## src/hw/rtl/aub_pkg.sv

```systemverilog
`default_nettype none
// ----------------------------------------------------------------------------
// aub_pkg
// shared widths, fixed-point constants and codes of the adaptive upload budget
// ----------------------------------------------------------------------------
package aub_pkg;

    // field and state widths
    localparam int T_W    = 24;             // frame time, us
    localparam int BYT_W  = 32;             // bytes of one frame
    localparam int BUD_W  = 32;             // budget, bytes
    localparam int ST_W   = 40;             // summed upload time
    localparam int SB_W   = 48;             // summed upload bytes
    localparam int FC_W   = 16;             // frame count
    localparam int S2_W   = T_W + 1;        // sum of two probes, half-us
    localparam int CAP_W  = BUD_W + 1;      // double budget
    localparam int EXT_W  = ST_W + 1;       // extra time, half-us
    localparam int PROD_W = S2_W + SB_W;    // slack times bytes
    localparam int CNT_W  = $clog2(PROD_W);
    localparam int EV_W   = 3;

    localparam int MUL_STEPS = S2_W;
    localparam int DIV_STEPS = PROD_W;

    // time constants, us and half-us
    localparam logic [T_W-1:0]  FRAME_US  = T_W'(16667);
    localparam logic [T_W-1:0]  FLOOR_US  = T_W'(4000);
    localparam logic [S2_W-1:0] FRAME2_US = S2_W'(33334);
    localparam logic [S2_W-1:0] FLOOR2_US = S2_W'(8000);

    // register defaults
    localparam logic [BUD_W-1:0] RST_START = BUD_W'(4194304);
    localparam logic [BUD_W-1:0] RST_LEAST = BUD_W'(262144);
    localparam logic [BUD_W-1:0] RST_MOST  = BUD_W'(67108864);

    // configuration register indexes
    localparam logic [1:0] CFG_ADAPT_ENABLE = 2'd0;
    localparam logic [1:0] CFG_START_BUDGET = 2'd1;
    localparam logic [1:0] CFG_LEAST_BUDGET = 2'd2;
    localparam logic [1:0] CFG_MOST_BUDGET  = 2'd3;

    // result event codes
    typedef enum logic [EV_W-1:0] {
        EV_IDLE    = 3'd0,
        EV_ACCUM   = 3'd1,
        EV_HALVED  = 3'd2,
        EV_STALL   = 3'd3,
        EV_NODATA  = 3'd4,
        EV_UPDATED = 3'd5
    } aub_ev_t;

endpackage
`default_nettype wire

```

## src/hw/rtl/adaptive_upload_budget_top.sv

```systemverilog
`default_nettype none
// ----------------------------------------------------------------------------
// adaptive_upload_budget_top
// per-frame texture upload budget, adapted from probe frames
// ----------------------------------------------------------------------------
//  channel   | direction | handshake          | payload
//  s_        | in        | s_valid / s_ready  | frame_time_us, upload_bytes, probe_frame
//  m_        | out       | m_valid / m_ready  | budget_bytes, event_res
//  cfg_      | in        | cfg_wr_en          | cfg_index, cfg_wdata
//
//  one request at a time; an idle, upload or rejected probe passes evaluate
//  and emit, the halving test adds a slack and a compare state, and a full
//  update runs a bit-serial multiply and a bit-serial restoring divide, which
//  negligible extra time skips
//  the result sits in an output register, so the next request is taken while
//  it waits; a stalled m_ side holds only the request that follows
//  aresetn is synchronous, active low, and loads the register defaults
// ----------------------------------------------------------------------------
module adaptive_upload_budget_top
    import aub_pkg::*;
(
    input  wire logic             aclk,
    input  wire logic             aresetn,
    // request channel
    input  wire logic             s_valid,
    output logic                  s_ready,
    input  wire logic [T_W-1:0]   s_frame_time_us,
    input  wire logic [BYT_W-1:0] s_upload_bytes,
    input  wire logic             s_probe_frame,
    // result channel
    output logic                  m_valid,
    input  wire logic             m_ready,
    output logic [BUD_W-1:0]      m_budget_bytes,
    output logic [EV_W-1:0]       m_event_res,
    // configuration writes
    input  wire logic             cfg_wr_en,
    input  wire logic [1:0]       cfg_index,
    input  wire logic [BUD_W-1:0] cfg_wdata
);

    typedef enum logic [3:0] {
        ST_IDLE,    // waiting for a request
        ST_EVAL,    // decide frame kind, accumulate
        ST_HSLK,    // slack of last probe for the halving test
        ST_HCMP,    // halving test
        ST_PREP,    // probe slack, s2 * count
        ST_CMP,     // extra time = 2 * sum_time - s2 * count
        ST_CHK,     // extra time above the tiny threshold?
        ST_MUL,     // slack * bytes, one bit per cycle
        ST_DIV,     // product / extra, one bit per cycle
        ST_FIT,     // saturate at double, floor at half
        ST_FIN,     // clamp into least..most
        ST_EMIT     // hand result to output register
    } state_t;

    // clamp into least..most, least first so most wins
    function automatic logic [BUD_W-1:0] clamp_fn(
        input logic [BUD_W-1:0] x,
        input logic [BUD_W-1:0] lo,
        input logic [BUD_W-1:0] hi
    );
        logic [BUD_W-1:0] t;
        t = (x < lo) ? lo : x;
        return (t > hi) ? hi : t;
    endfunction

    state_t                 state_reg;

    // configuration
    logic                   adapt_reg;
    logic [BUD_W-1:0]       start_reg;
    logic [BUD_W-1:0]       least_reg;
    logic [BUD_W-1:0]       most_reg;
    logic                   adapt_next;
    logic [BUD_W-1:0]       start_next;
    logic [BUD_W-1:0]       least_next;
    logic [BUD_W-1:0]       most_next;
    logic                   restart_req;

    // architectural state
    logic [BUD_W-1:0]       budget_reg;
    logic [T_W-1:0]         probe_time_reg;
    logic [ST_W-1:0]        sum_time_reg;
    logic [SB_W-1:0]        sum_bytes_reg;
    logic [FC_W-1:0]        frame_count_reg;

    // captured request
    logic [T_W-1:0]         t_reg;
    logic [BYT_W-1:0]       bytes_reg;
    logic                   probe_reg;

    // working registers
    aub_ev_t                ev_reg;
    logic [T_W-1:0]         slack_reg;
    logic [S2_W-1:0]        s2_reg;
    logic [S2_W-1:0]        slack2_reg;
    logic [EXT_W-1:0]       s2fc_reg;
    logic [FC_W+4:0]        fc20_reg;
    logic [EXT_W-1:0]       extra2_reg;
    logic                   borrow_reg;
    logic [CAP_W-1:0]       cap_reg;
    logic [PROD_W-1:0]      prod_reg;
    logic [EXT_W-1:0]       rem_reg;
    logic [CAP_W-1:0]       q_reg;
    logic                   ovf_reg;
    logic [CAP_W-1:0]       fits_reg;
    logic [CNT_W-1:0]       cnt_reg;

    // output register
    logic                   m_valid_reg;
    logic [BUD_W-1:0]       m_budget_reg;
    logic [EV_W-1:0]        m_event_reg;

    // combinational helpers
    logic [ST_W:0]          st_add;
    logic [SB_W:0]          sb_add;
    logic [BUD_W-1:0]       half_floor;
    logic [T_W+2:0]         halve_lim;
    logic [S2_W-1:0]        s2_new;
    logic                   stall_hit;
    logic [S2_W-1:0]        fr_slack2;
    logic [S2_W-1:0]        slack2_mx;
    logic [T_W-1:0]         fr_slack;
    logic [T_W-1:0]         slack_mx;
    logic [EXT_W:0]         cmp_diff;
    logic [SB_W:0]          mul_sum;
    logic [EXT_W:0]         div_rem2;
    logic [EXT_W+1:0]       div_diff;
    logic                   div_ge;
    logic [CAP_W-1:0]       fit_sat;
    logic [CAP_W-1:0]       fit_low;
    logic [BUD_W-1:0]       clamp_start;
    logic [BUD_W-1:0]       fin_budget;
    logic [CAP_W-1:0]       fin_lo;

    // configuration decode; a restart uses the values just written
    always_comb begin
        adapt_next  = adapt_reg;
        start_next  = start_reg;
        least_next  = least_reg;
        most_next   = most_reg;
        restart_req = 1'b0;
        if (cfg_wr_en) begin
            case (cfg_index)
                CFG_ADAPT_ENABLE: begin
                    adapt_next = cfg_wdata[0];
                    // only a rising enable restarts
                    restart_req = cfg_wdata[0] & ~adapt_reg;
                end
                CFG_START_BUDGET: begin
                    start_next  = cfg_wdata;
                    restart_req = (cfg_wdata != start_reg);
                end
                CFG_LEAST_BUDGET: begin
                    least_next  = cfg_wdata;
                    restart_req = (cfg_wdata != least_reg);
                end
                CFG_MOST_BUDGET: begin
                    most_next   = cfg_wdata;
                    restart_req = (cfg_wdata != most_reg);
                end
                default: begin
                    restart_req = 1'b0;
                end
            endcase
        end
        clamp_start = clamp_fn(start_next, least_next, most_next);
    end

    // datapath helpers
    always_comb begin
        // saturating accumulators
        st_add = {1'b0, sum_time_reg} + {(ST_W - T_W + 1)'(0), t_reg};
        sb_add = {1'b0, sum_bytes_reg} + {(SB_W - BYT_W + 1)'(0), bytes_reg};

        // halving: max(least, budget / 2)
        half_floor = (budget_reg >> 1) < least_reg ? least_reg : (budget_reg >> 1);

        // slack of the last probe, whole us
        fr_slack = (probe_time_reg < FRAME_US) ? (FRAME_US - probe_time_reg) : '0;
        slack_mx = (probe_time_reg > fr_slack) ? probe_time_reg : fr_slack;
        slack_mx = (slack_mx > FLOOR_US) ? slack_mx : FLOOR_US;
        halve_lim = {3'b000, probe_time_reg} + {1'b0, slack_reg, 2'b00};

        // probe: stall test and sum of two probes in half-us
        stall_hit = (probe_time_reg != '0)
                  && ({2'b00, t_reg} > {probe_time_reg, 2'b00});
        s2_new = (probe_time_reg != '0)
               ? ({1'b0, probe_time_reg} + {1'b0, t_reg})
               : {t_reg, 1'b0};

        // probe slack in half-us
        fr_slack2 = (s2_reg < FRAME2_US) ? (FRAME2_US - s2_reg) : '0;
        slack2_mx = (s2_reg > fr_slack2) ? s2_reg : fr_slack2;
        slack2_mx = (slack2_mx > FLOOR2_US) ? slack2_mx : FLOOR2_US;

        // 2 * sum_time - s2 * count, borrow in the top bit
        cmp_diff = {1'b0, sum_time_reg, 1'b0} - {1'b0, s2fc_reg};

        // shift-add multiply step
        mul_sum = {1'b0, prod_reg[PROD_W-1:S2_W]}
                + (prod_reg[0] ? {1'b0, sum_bytes_reg} : '0);

        // restoring divide step
        div_rem2 = {rem_reg, prod_reg[PROD_W-1]};
        div_diff = {1'b0, div_rem2} - {2'b00, extra2_reg};
        div_ge   = ~div_diff[EXT_W+1];

        // quotient limited to half..double of the old budget
        fit_sat = (ovf_reg || (q_reg > cap_reg)) ? cap_reg : q_reg;
        fit_low = {2'b00, budget_reg[BUD_W-1:1]};

        // final clamp into least..most
        fin_lo     = (fits_reg < {1'b0, least_reg}) ? {1'b0, least_reg} : fits_reg;
        fin_budget = (fin_lo > {1'b0, most_reg}) ? most_reg : fin_lo[BUD_W-1:0];
    end

    always_ff @(posedge aclk) begin
        if (!aresetn) begin
            state_reg       <= ST_IDLE;
            adapt_reg       <= 1'b0;
            start_reg       <= RST_START;
            least_reg       <= RST_LEAST;
            most_reg        <= RST_MOST;
            budget_reg      <= clamp_fn(RST_START, RST_LEAST, RST_MOST);
            probe_time_reg  <= '0;
            sum_time_reg    <= '0;
            sum_bytes_reg   <= '0;
            frame_count_reg <= '0;
            m_valid_reg     <= 1'b0;
            ev_reg          <= EV_IDLE;
        end else begin
            adapt_reg <= adapt_next;
            start_reg <= start_next;
            least_reg <= least_next;
            most_reg  <= most_next;

            if (m_valid_reg && m_ready) begin
                m_valid_reg <= 1'b0;
            end

            case (state_reg)
                ST_IDLE: begin
                    if (s_valid) begin
                        t_reg     <= s_frame_time_us;
                        bytes_reg <= s_upload_bytes;
                        probe_reg <= s_probe_frame;
                        state_reg <= ST_EVAL;
                    end
                end

                ST_EVAL: begin
                    ev_reg    <= EV_IDLE;
                    state_reg <= ST_EMIT;
                    if (adapt_reg && !probe_reg && (bytes_reg != '0)) begin
                        sum_time_reg    <= st_add[ST_W] ? '1 : st_add[ST_W-1:0];
                        sum_bytes_reg   <= sb_add[SB_W] ? '1 : sb_add[SB_W-1:0];
                        frame_count_reg <= (&frame_count_reg) ? frame_count_reg
                                         : frame_count_reg + FC_W'(1);
                        ev_reg <= EV_ACCUM;
                        if (probe_time_reg != '0) begin
                            state_reg <= ST_HSLK;
                        end
                    end else if (adapt_reg && probe_reg) begin
                        if (stall_hit) begin
                            sum_time_reg    <= '0;
                            sum_bytes_reg   <= '0;
                            frame_count_reg <= '0;
                            ev_reg          <= EV_STALL;
                        end else begin
                            probe_time_reg <= t_reg;
                            s2_reg         <= s2_new;
                            if ((probe_time_reg == '0) || (frame_count_reg == '0)
                                    || (sum_bytes_reg == '0)) begin
                                sum_time_reg    <= '0;
                                sum_bytes_reg   <= '0;
                                frame_count_reg <= '0;
                                ev_reg          <= EV_NODATA;
                            end else begin
                                state_reg <= ST_PREP;
                            end
                        end
                    end
                end

                ST_HSLK: begin
                    slack_reg <= slack_mx;
                    state_reg <= ST_HCMP;
                end

                ST_HCMP: begin
                    // frame far over the probe allowance
                    if ({3'b000, t_reg} > halve_lim) begin
                        budget_reg <= half_floor;
                        ev_reg     <= EV_HALVED;
                    end
                    state_reg <= ST_EMIT;
                end

                ST_PREP: begin
                    slack2_reg <= slack2_mx;
                    s2fc_reg   <= EXT_W'(s2_reg) * EXT_W'(frame_count_reg);
                    fc20_reg   <= {1'b0, frame_count_reg, 4'b0000}
                                + {3'b000, frame_count_reg, 2'b00};
                    cap_reg    <= {budget_reg, 1'b0};
                    state_reg  <= ST_CMP;
                end

                ST_CMP: begin
                    extra2_reg <= cmp_diff[EXT_W-1:0];
                    borrow_reg <= cmp_diff[EXT_W];
                    state_reg  <= ST_CHK;
                end

                ST_CHK: begin
                    if (!borrow_reg
                            && (extra2_reg > {(EXT_W - FC_W - 5)'(0), fc20_reg})) begin
                        prod_reg  <= {(SB_W)'(0), slack2_reg};
                        cnt_reg   <= '0;
                        state_reg <= ST_MUL;
                    end else begin
                        // negligible extra time: take double
                        q_reg     <= cap_reg;
                        ovf_reg   <= 1'b0;
                        state_reg <= ST_FIT;
                    end
                end

                ST_MUL: begin
                    prod_reg <= {mul_sum, prod_reg[S2_W-1:1]};
                    cnt_reg  <= cnt_reg + CNT_W'(1);
                    if (cnt_reg == CNT_W'(MUL_STEPS - 1)) begin
                        cnt_reg   <= '0;
                        rem_reg   <= '0;
                        q_reg     <= '0;
                        ovf_reg   <= 1'b0;
                        state_reg <= ST_DIV;
                    end
                end

                ST_DIV: begin
                    prod_reg <= {prod_reg[PROD_W-2:0], 1'b0};
                    rem_reg  <= div_ge ? div_diff[EXT_W-1:0] : div_rem2[EXT_W-1:0];
                    // a quotient bit past the top means far above double
                    ovf_reg  <= ovf_reg | q_reg[CAP_W-1];
                    q_reg    <= {q_reg[CAP_W-2:0], div_ge};
                    cnt_reg  <= cnt_reg + CNT_W'(1);
                    if (cnt_reg == CNT_W'(DIV_STEPS - 1)) begin
                        state_reg <= ST_FIT;
                    end
                end

                ST_FIT: begin
                    fits_reg  <= (fit_sat < fit_low) ? fit_low : fit_sat;
                    state_reg <= ST_FIN;
                end

                ST_FIN: begin
                    budget_reg      <= fin_budget;
                    sum_time_reg    <= '0;
                    sum_bytes_reg   <= '0;
                    frame_count_reg <= '0;
                    ev_reg          <= EV_UPDATED;
                    state_reg       <= ST_EMIT;
                end

                ST_EMIT: begin
                    if (!m_valid_reg || m_ready) begin
                        m_valid_reg  <= 1'b1;
                        m_budget_reg <= budget_reg;
                        m_event_reg  <= ev_reg;
                        state_reg    <= ST_IDLE;
                    end
                end

                default: begin
                    state_reg <= ST_IDLE;
                end
            endcase

            // restart on a configuration change; the user must keep the block idle then, the block has no check for it
            if (restart_req) begin
                probe_time_reg  <= '0;
                sum_time_reg    <= '0;
                sum_bytes_reg   <= '0;
                frame_count_reg <= '0;
                budget_reg      <= clamp_start;
            end
        end
    end

    assign s_ready        = (state_reg == ST_IDLE);
    assign m_valid        = m_valid_reg;
    assign m_budget_bytes = m_budget_reg;
    assign m_event_res    = m_event_reg;

endmodule
`default_nettype wire

```

## config.mk

```make
export PLATFORM = sky130hd
export DESIGN_NAME = adaptive_upload_budget_top
export DESIGN_NICKNAME = d
export VERILOG_FILES = /design/src/hw/rtl/aub_pkg.sv /design/src/hw/rtl/adaptive_upload_budget_top.sv
export SDC_FILE = /design/constraint.sdc
export NUM_CORES = 2
export LEC_CHECK = 0
export BUFFER_PORTS_ARGS = -buffer_cell sky130_fd_sc_hd__buf_2
export CAP_MARGIN = 20
export CORE_MARGIN = 4
export CORE_UTILIZATION = 60
export DETAILED_ROUTE_END_ITERATION = 6
export HOLD_SLACK_MARGIN = 0.02
export PLACE_DENSITY = 0.77
export SYNTH_ARGS = -nofsm -noshare
export SYNTH_HDL_FRONTEND = slang
export SYNTH_SLANG_ARGS = --single-unit
```

## constraint.sdc

```tcl
create_clock -name aclk -period 12.91 [get_ports aclk]
set_clock_uncertainty 0.2 [all_clocks]
set_input_delay 2.582 -clock aclk [delete_from_list [all_inputs] [get_ports aclk]]
set_output_delay 2.582 -clock aclk [all_outputs]
set_load 0.02 [all_outputs]
```

==> results <==
- The flow ran to the end, and the final reports show no timing, DRC or antenna violations.
- The final number of hold-violating endpoints is 0.
- After the last flow step, the layout net total stands at 8,315.
- The net count after synthesis is 8,330.
- The DRC violation count after routing is 0.
- The number of flops mapped to enable cells by yosys is 488.
- The later pin in the worst-skew pair is clocked with a latency of 700 ps.
- The final max-slew violation count is 0.
- Setup repair after global routing left no endpoint under its margin.
- The average size of a mapped cell is 9.038 um2.
- The worst hold path begins at ev_reg[0].
- The global routing met1 resource utilization is 40.99%.
- The startpoint type of the worst setup path is an input port.
- The top-level port count is 133.
- The global-route wire length before repair is 301.0 mm.
- The number of global-route vias before repair is 54,480.
- The endpoint arrival time on the critical path is 10,410 ps.
- The fraction of power spent switching nets is 31.97%.
- In this run, synthesis produced a sequential element count of 753.
- Sorting the synthesized cells by area gives the leading types as sky130_fd_sc_hd__edfxtp_1 (22%), sky130_fd_sc_hd__ha_1 (13%), sky130_fd_sc_hd__fa_1 (10%).
- The largest buffer count on any clock path is 3.
- The die is 338.3 um wide.
- After layout, the worst path uses 77.64% of the clock period.
- In the synthesized netlist the async set-or-reset flop fraction comes to 0%.
- For flop-to-flop paths, the worst setup slack is 4870 ps.
- The internal power summed over all cells is 4.872 mW.
- The detailed placer's ending HPWL is 144.4 mm.
- Counting instances in the post-synthesis netlist gives the leading cell types as sky130_fd_sc_hd__nand2_1 (762), sky130_fd_sc_hd__inv_1 (739), sky130_fd_sc_hd__ha_1 (664).
- The most common cell in the synthesized netlist is sky130_fd_sc_hd__nand2_1.
- After technology mapping, the gate count stands at 7,242.
- Summed over all layers, the global routing overflow is 0.
- The first detailed-routing pass took 6 iterations.
- The initial core utilization is 60.80%.
- The required arrival time at the worst endpoint is 13,300 ps.
- The number of instances resized during post-cts repair is 0.
- The final instance count without filler cells is 8,706.
- The endpoint kind of the worst setup timing path is a flip-flop.
- The sequential-to-total area share from yosys stat is 30.49%.
- The number of clock sinks is 753.
- The count of buffers added on input and output ports is 132.
- The largest single stage delay on the critical path is 570 ps.
- From synthesis to final layout, the design area changed by 7.558%.
- In this run the post-CTS setup repair buffer count came out at 0.
- The largest total area in the synthesized netlist belongs to sky130_fd_sc_hd__edfxtp_1.
- The hold buffer count at cts is 0.
- The clock slew at the register clock pins of the worst setup and hold paths is 60 ps.
- The worst hold path passes through 0 cells.
- The clock network is responsible for 35.9% of the overall power.
- The detailed router's first-iteration violation count is 5,021.
- Across the run, the number of max-cap violations was 0.
- The startpoint of the worst-slack reg-to-reg timing path is s2_reg[5].
- The smallest hold slack is 239.0 ps.
- The per-cell routed wire length is 21.86 um.
- For this block, the routed nets add up to 190.3 mm of wire.
- The congestion estimate from routability-driven global placement came to 0.9481.
- The via count normalized by instance count is 6.277.
- Sequential cells account for 41.3% of the total power.
- In this run the number of H-tree levels came out at 3.
- For the final routed database, the setup TNS stands at 0 ps.
- For this run, the total global-route usage over all layers was measured as 32.76%.
- Counting the buffers created by CTS gives 87.
- For the pin with the worst max-slew slack, the measured transition is 1181 ps.
- The maximum VDD drop is 0.1094 mV.
- The number of placed instances, taps included, is 8,539.
- The TritonCTS clock tree is yes.
- Of the total power, combinational logic draws 22.8%.
- The netlist area before placement is 65,460 um2.
- The power density over the cells is 101.7 nW/um2.
- The post-layout minimum cycle time is 10,020 ps.
- The met2 track utilization from global routing is 54.29%.
- The slowest cell on the critical path is sky130_fd_sc_hd__nor4_1.
- The floorplan has 120 rows.
- The height of the die is 338.3 um.
- The leakage component of the power is 31.64 nW.
- The CTS root buffer is sky130_fd_sc_hd__clkbuf_16.
- The endpoint identified for the worst register-to-register timing path is s2fc_reg[39].
- The area enclosed by the die boundary is 114,400 um2.
- The core outline area is 107,700 um2.
- The flip-flop count of the largest register, all copies and words added is 73.
- For this design the total switching power over the nets is 2.290 mW.
- Based on the critical path, the design can be clocked at up to 99.77 MHz.
- The critical path start-end classification is input port to flip-flop.
- The most heavily used metal layer in global routing is met2.
- The met3 track demand over resource in global routing is 6.735%.
- The initial antenna violation count came to 6.
- The path class of the lowest-slack min-delay path is flip-flop to flip-flop.
- The number of warnings reported in the yosys synthesis log is 0.
- The number of vias in the routed layout is 54,650.
- The depth of the most critical reg-to-reg path is 24.
- The pin count of the biggest net entering global routing is 97.
- The worst-case headroom to the max-slew limit is 21.26%.
- The share of synthesized area in the top cell type comes to 22.39%.
- The antenna violation net count after detailed routing is 0.
- The worst hold path terminates at m_event_res[0].
- Setup violations remaining at the end of the flow were counted as 0.
- In this run the worst path has a maximum fanout of 58.
- The prevailing post-synth register cell is sky130_fd_sc_hd__edfxtp_1.
- The number of distinct standard cells referenced by the synthesized netlist is 96.
- The share of final-layout standard cells stronger than drive strength 1 is 6.794%.
==> critical path: cells and delay by family <==
| kind | cells | cell delay, ps |
|---|---|---|
| muxes | 2 | 550 |
| AOI/OAI and AO/OA | 8 | 1750 |
| adders and majority gates | 2 | 640 |
| buffers and inverters | 6 | 2250 |
| and+or+nand+nor | 11 | 2580 |
==> layer usage <==
layer,vias to the layer above,part of all wire (%)
li1,25440,-
met1,26310,39
met2,2326,47
met3,564,8.5
met4,6,5.6
met5,-,0.021
==> metrics by stage <==
step	setup slack, ps	area (um2)	power, mW	util, %
after detailed placement	2021	67390	4.596	62.60
final	2887	70400	7.162	65.40
after global routing	2306	70400	7.481	65.39
after global placement	2145	67390	4.545	62.60
after floorplan	4103	65460	4.096	-
after CTS	2741	70360	7.162	65.36
==> placed cells by master (no fill, tap or decap), drive strengths merged, types with 69 or more instances in the layout <==
master	netlist	layout
nor3	117	117
xor2	88	88
nand2	762	762
fa	328	328
inv	739	740
o21ai	385	385
clkbuf	270	124
o211ai	95	95
and2	242	242
ha	664	664
buf	49	215
a21oi	379	379
nand3	151	151
o21a	76	76
dfxtp	265	265
nand4	121	121
mux2i	186	186
nor2b	69	69
nor2	559	559
edfxtp	488	488
a21o	190	190
xnor2	201	201
==> power by group through the flow <==
| stage | Sequential [mW] | Combinational [mW] | Clock [mW] |
|---|---|---|---|
| 4_1_cts | 2.95 | 1.61 | 2.60 |
| 3_5_place_dp | 3.00 | 1.60 | 0 |
| 6_report | 2.96 | 1.63 | 2.57 |
| 5_1_grt | 2.97 | 1.81 | 2.71 |
| 3_3_place_gp | 3.00 | 1.54 | 0 |
| 2_1_floorplan | 2.91 | 1.19 | 0 |
==> area by class of cell <==
cell class | instances | area (um2)
fillers | 8767 | 37250
diodes | 2 | 5.005
clock inverters | 39 | 483.0
clock buffers | 124 | 2481
flip-flops and latches | 753 | 19960
well taps | 1403 | 1755
inverters | 740 | 2779
multi-input cells | 5430 | 41630
repair buffers | 215 | 1309
==> how the worst max path moves through the flow <==
stage | from | to | slack (ps)
floorplan | aresetn | cap_reg[10] | 4100
global placement | cfg_index[1] | budget_reg[30] | 2150
detailed placement | cfg_index[1] | budget_reg[30] | 2020
CTS | cfg_index[1] | budget_reg[30] | 2740
global route | cfg_index[1] | budget_reg[30] | 2310
finish | cfg_index[1] | budget_reg[30] | 2890
==> logic make-up after synthesis <==
group / share of synthesized area (%)
XOR/XNOR: 3.867
AND/OR/NAND/NOR: 16.89
buffers and inverters: 6.159
adder cells (fa/ha/maj): 22.72
flip-flops: 30.49
AO/OA/AOI/OAI: 15.89
multiplexers: 3.980
Power figures use the tool's default switching activity.
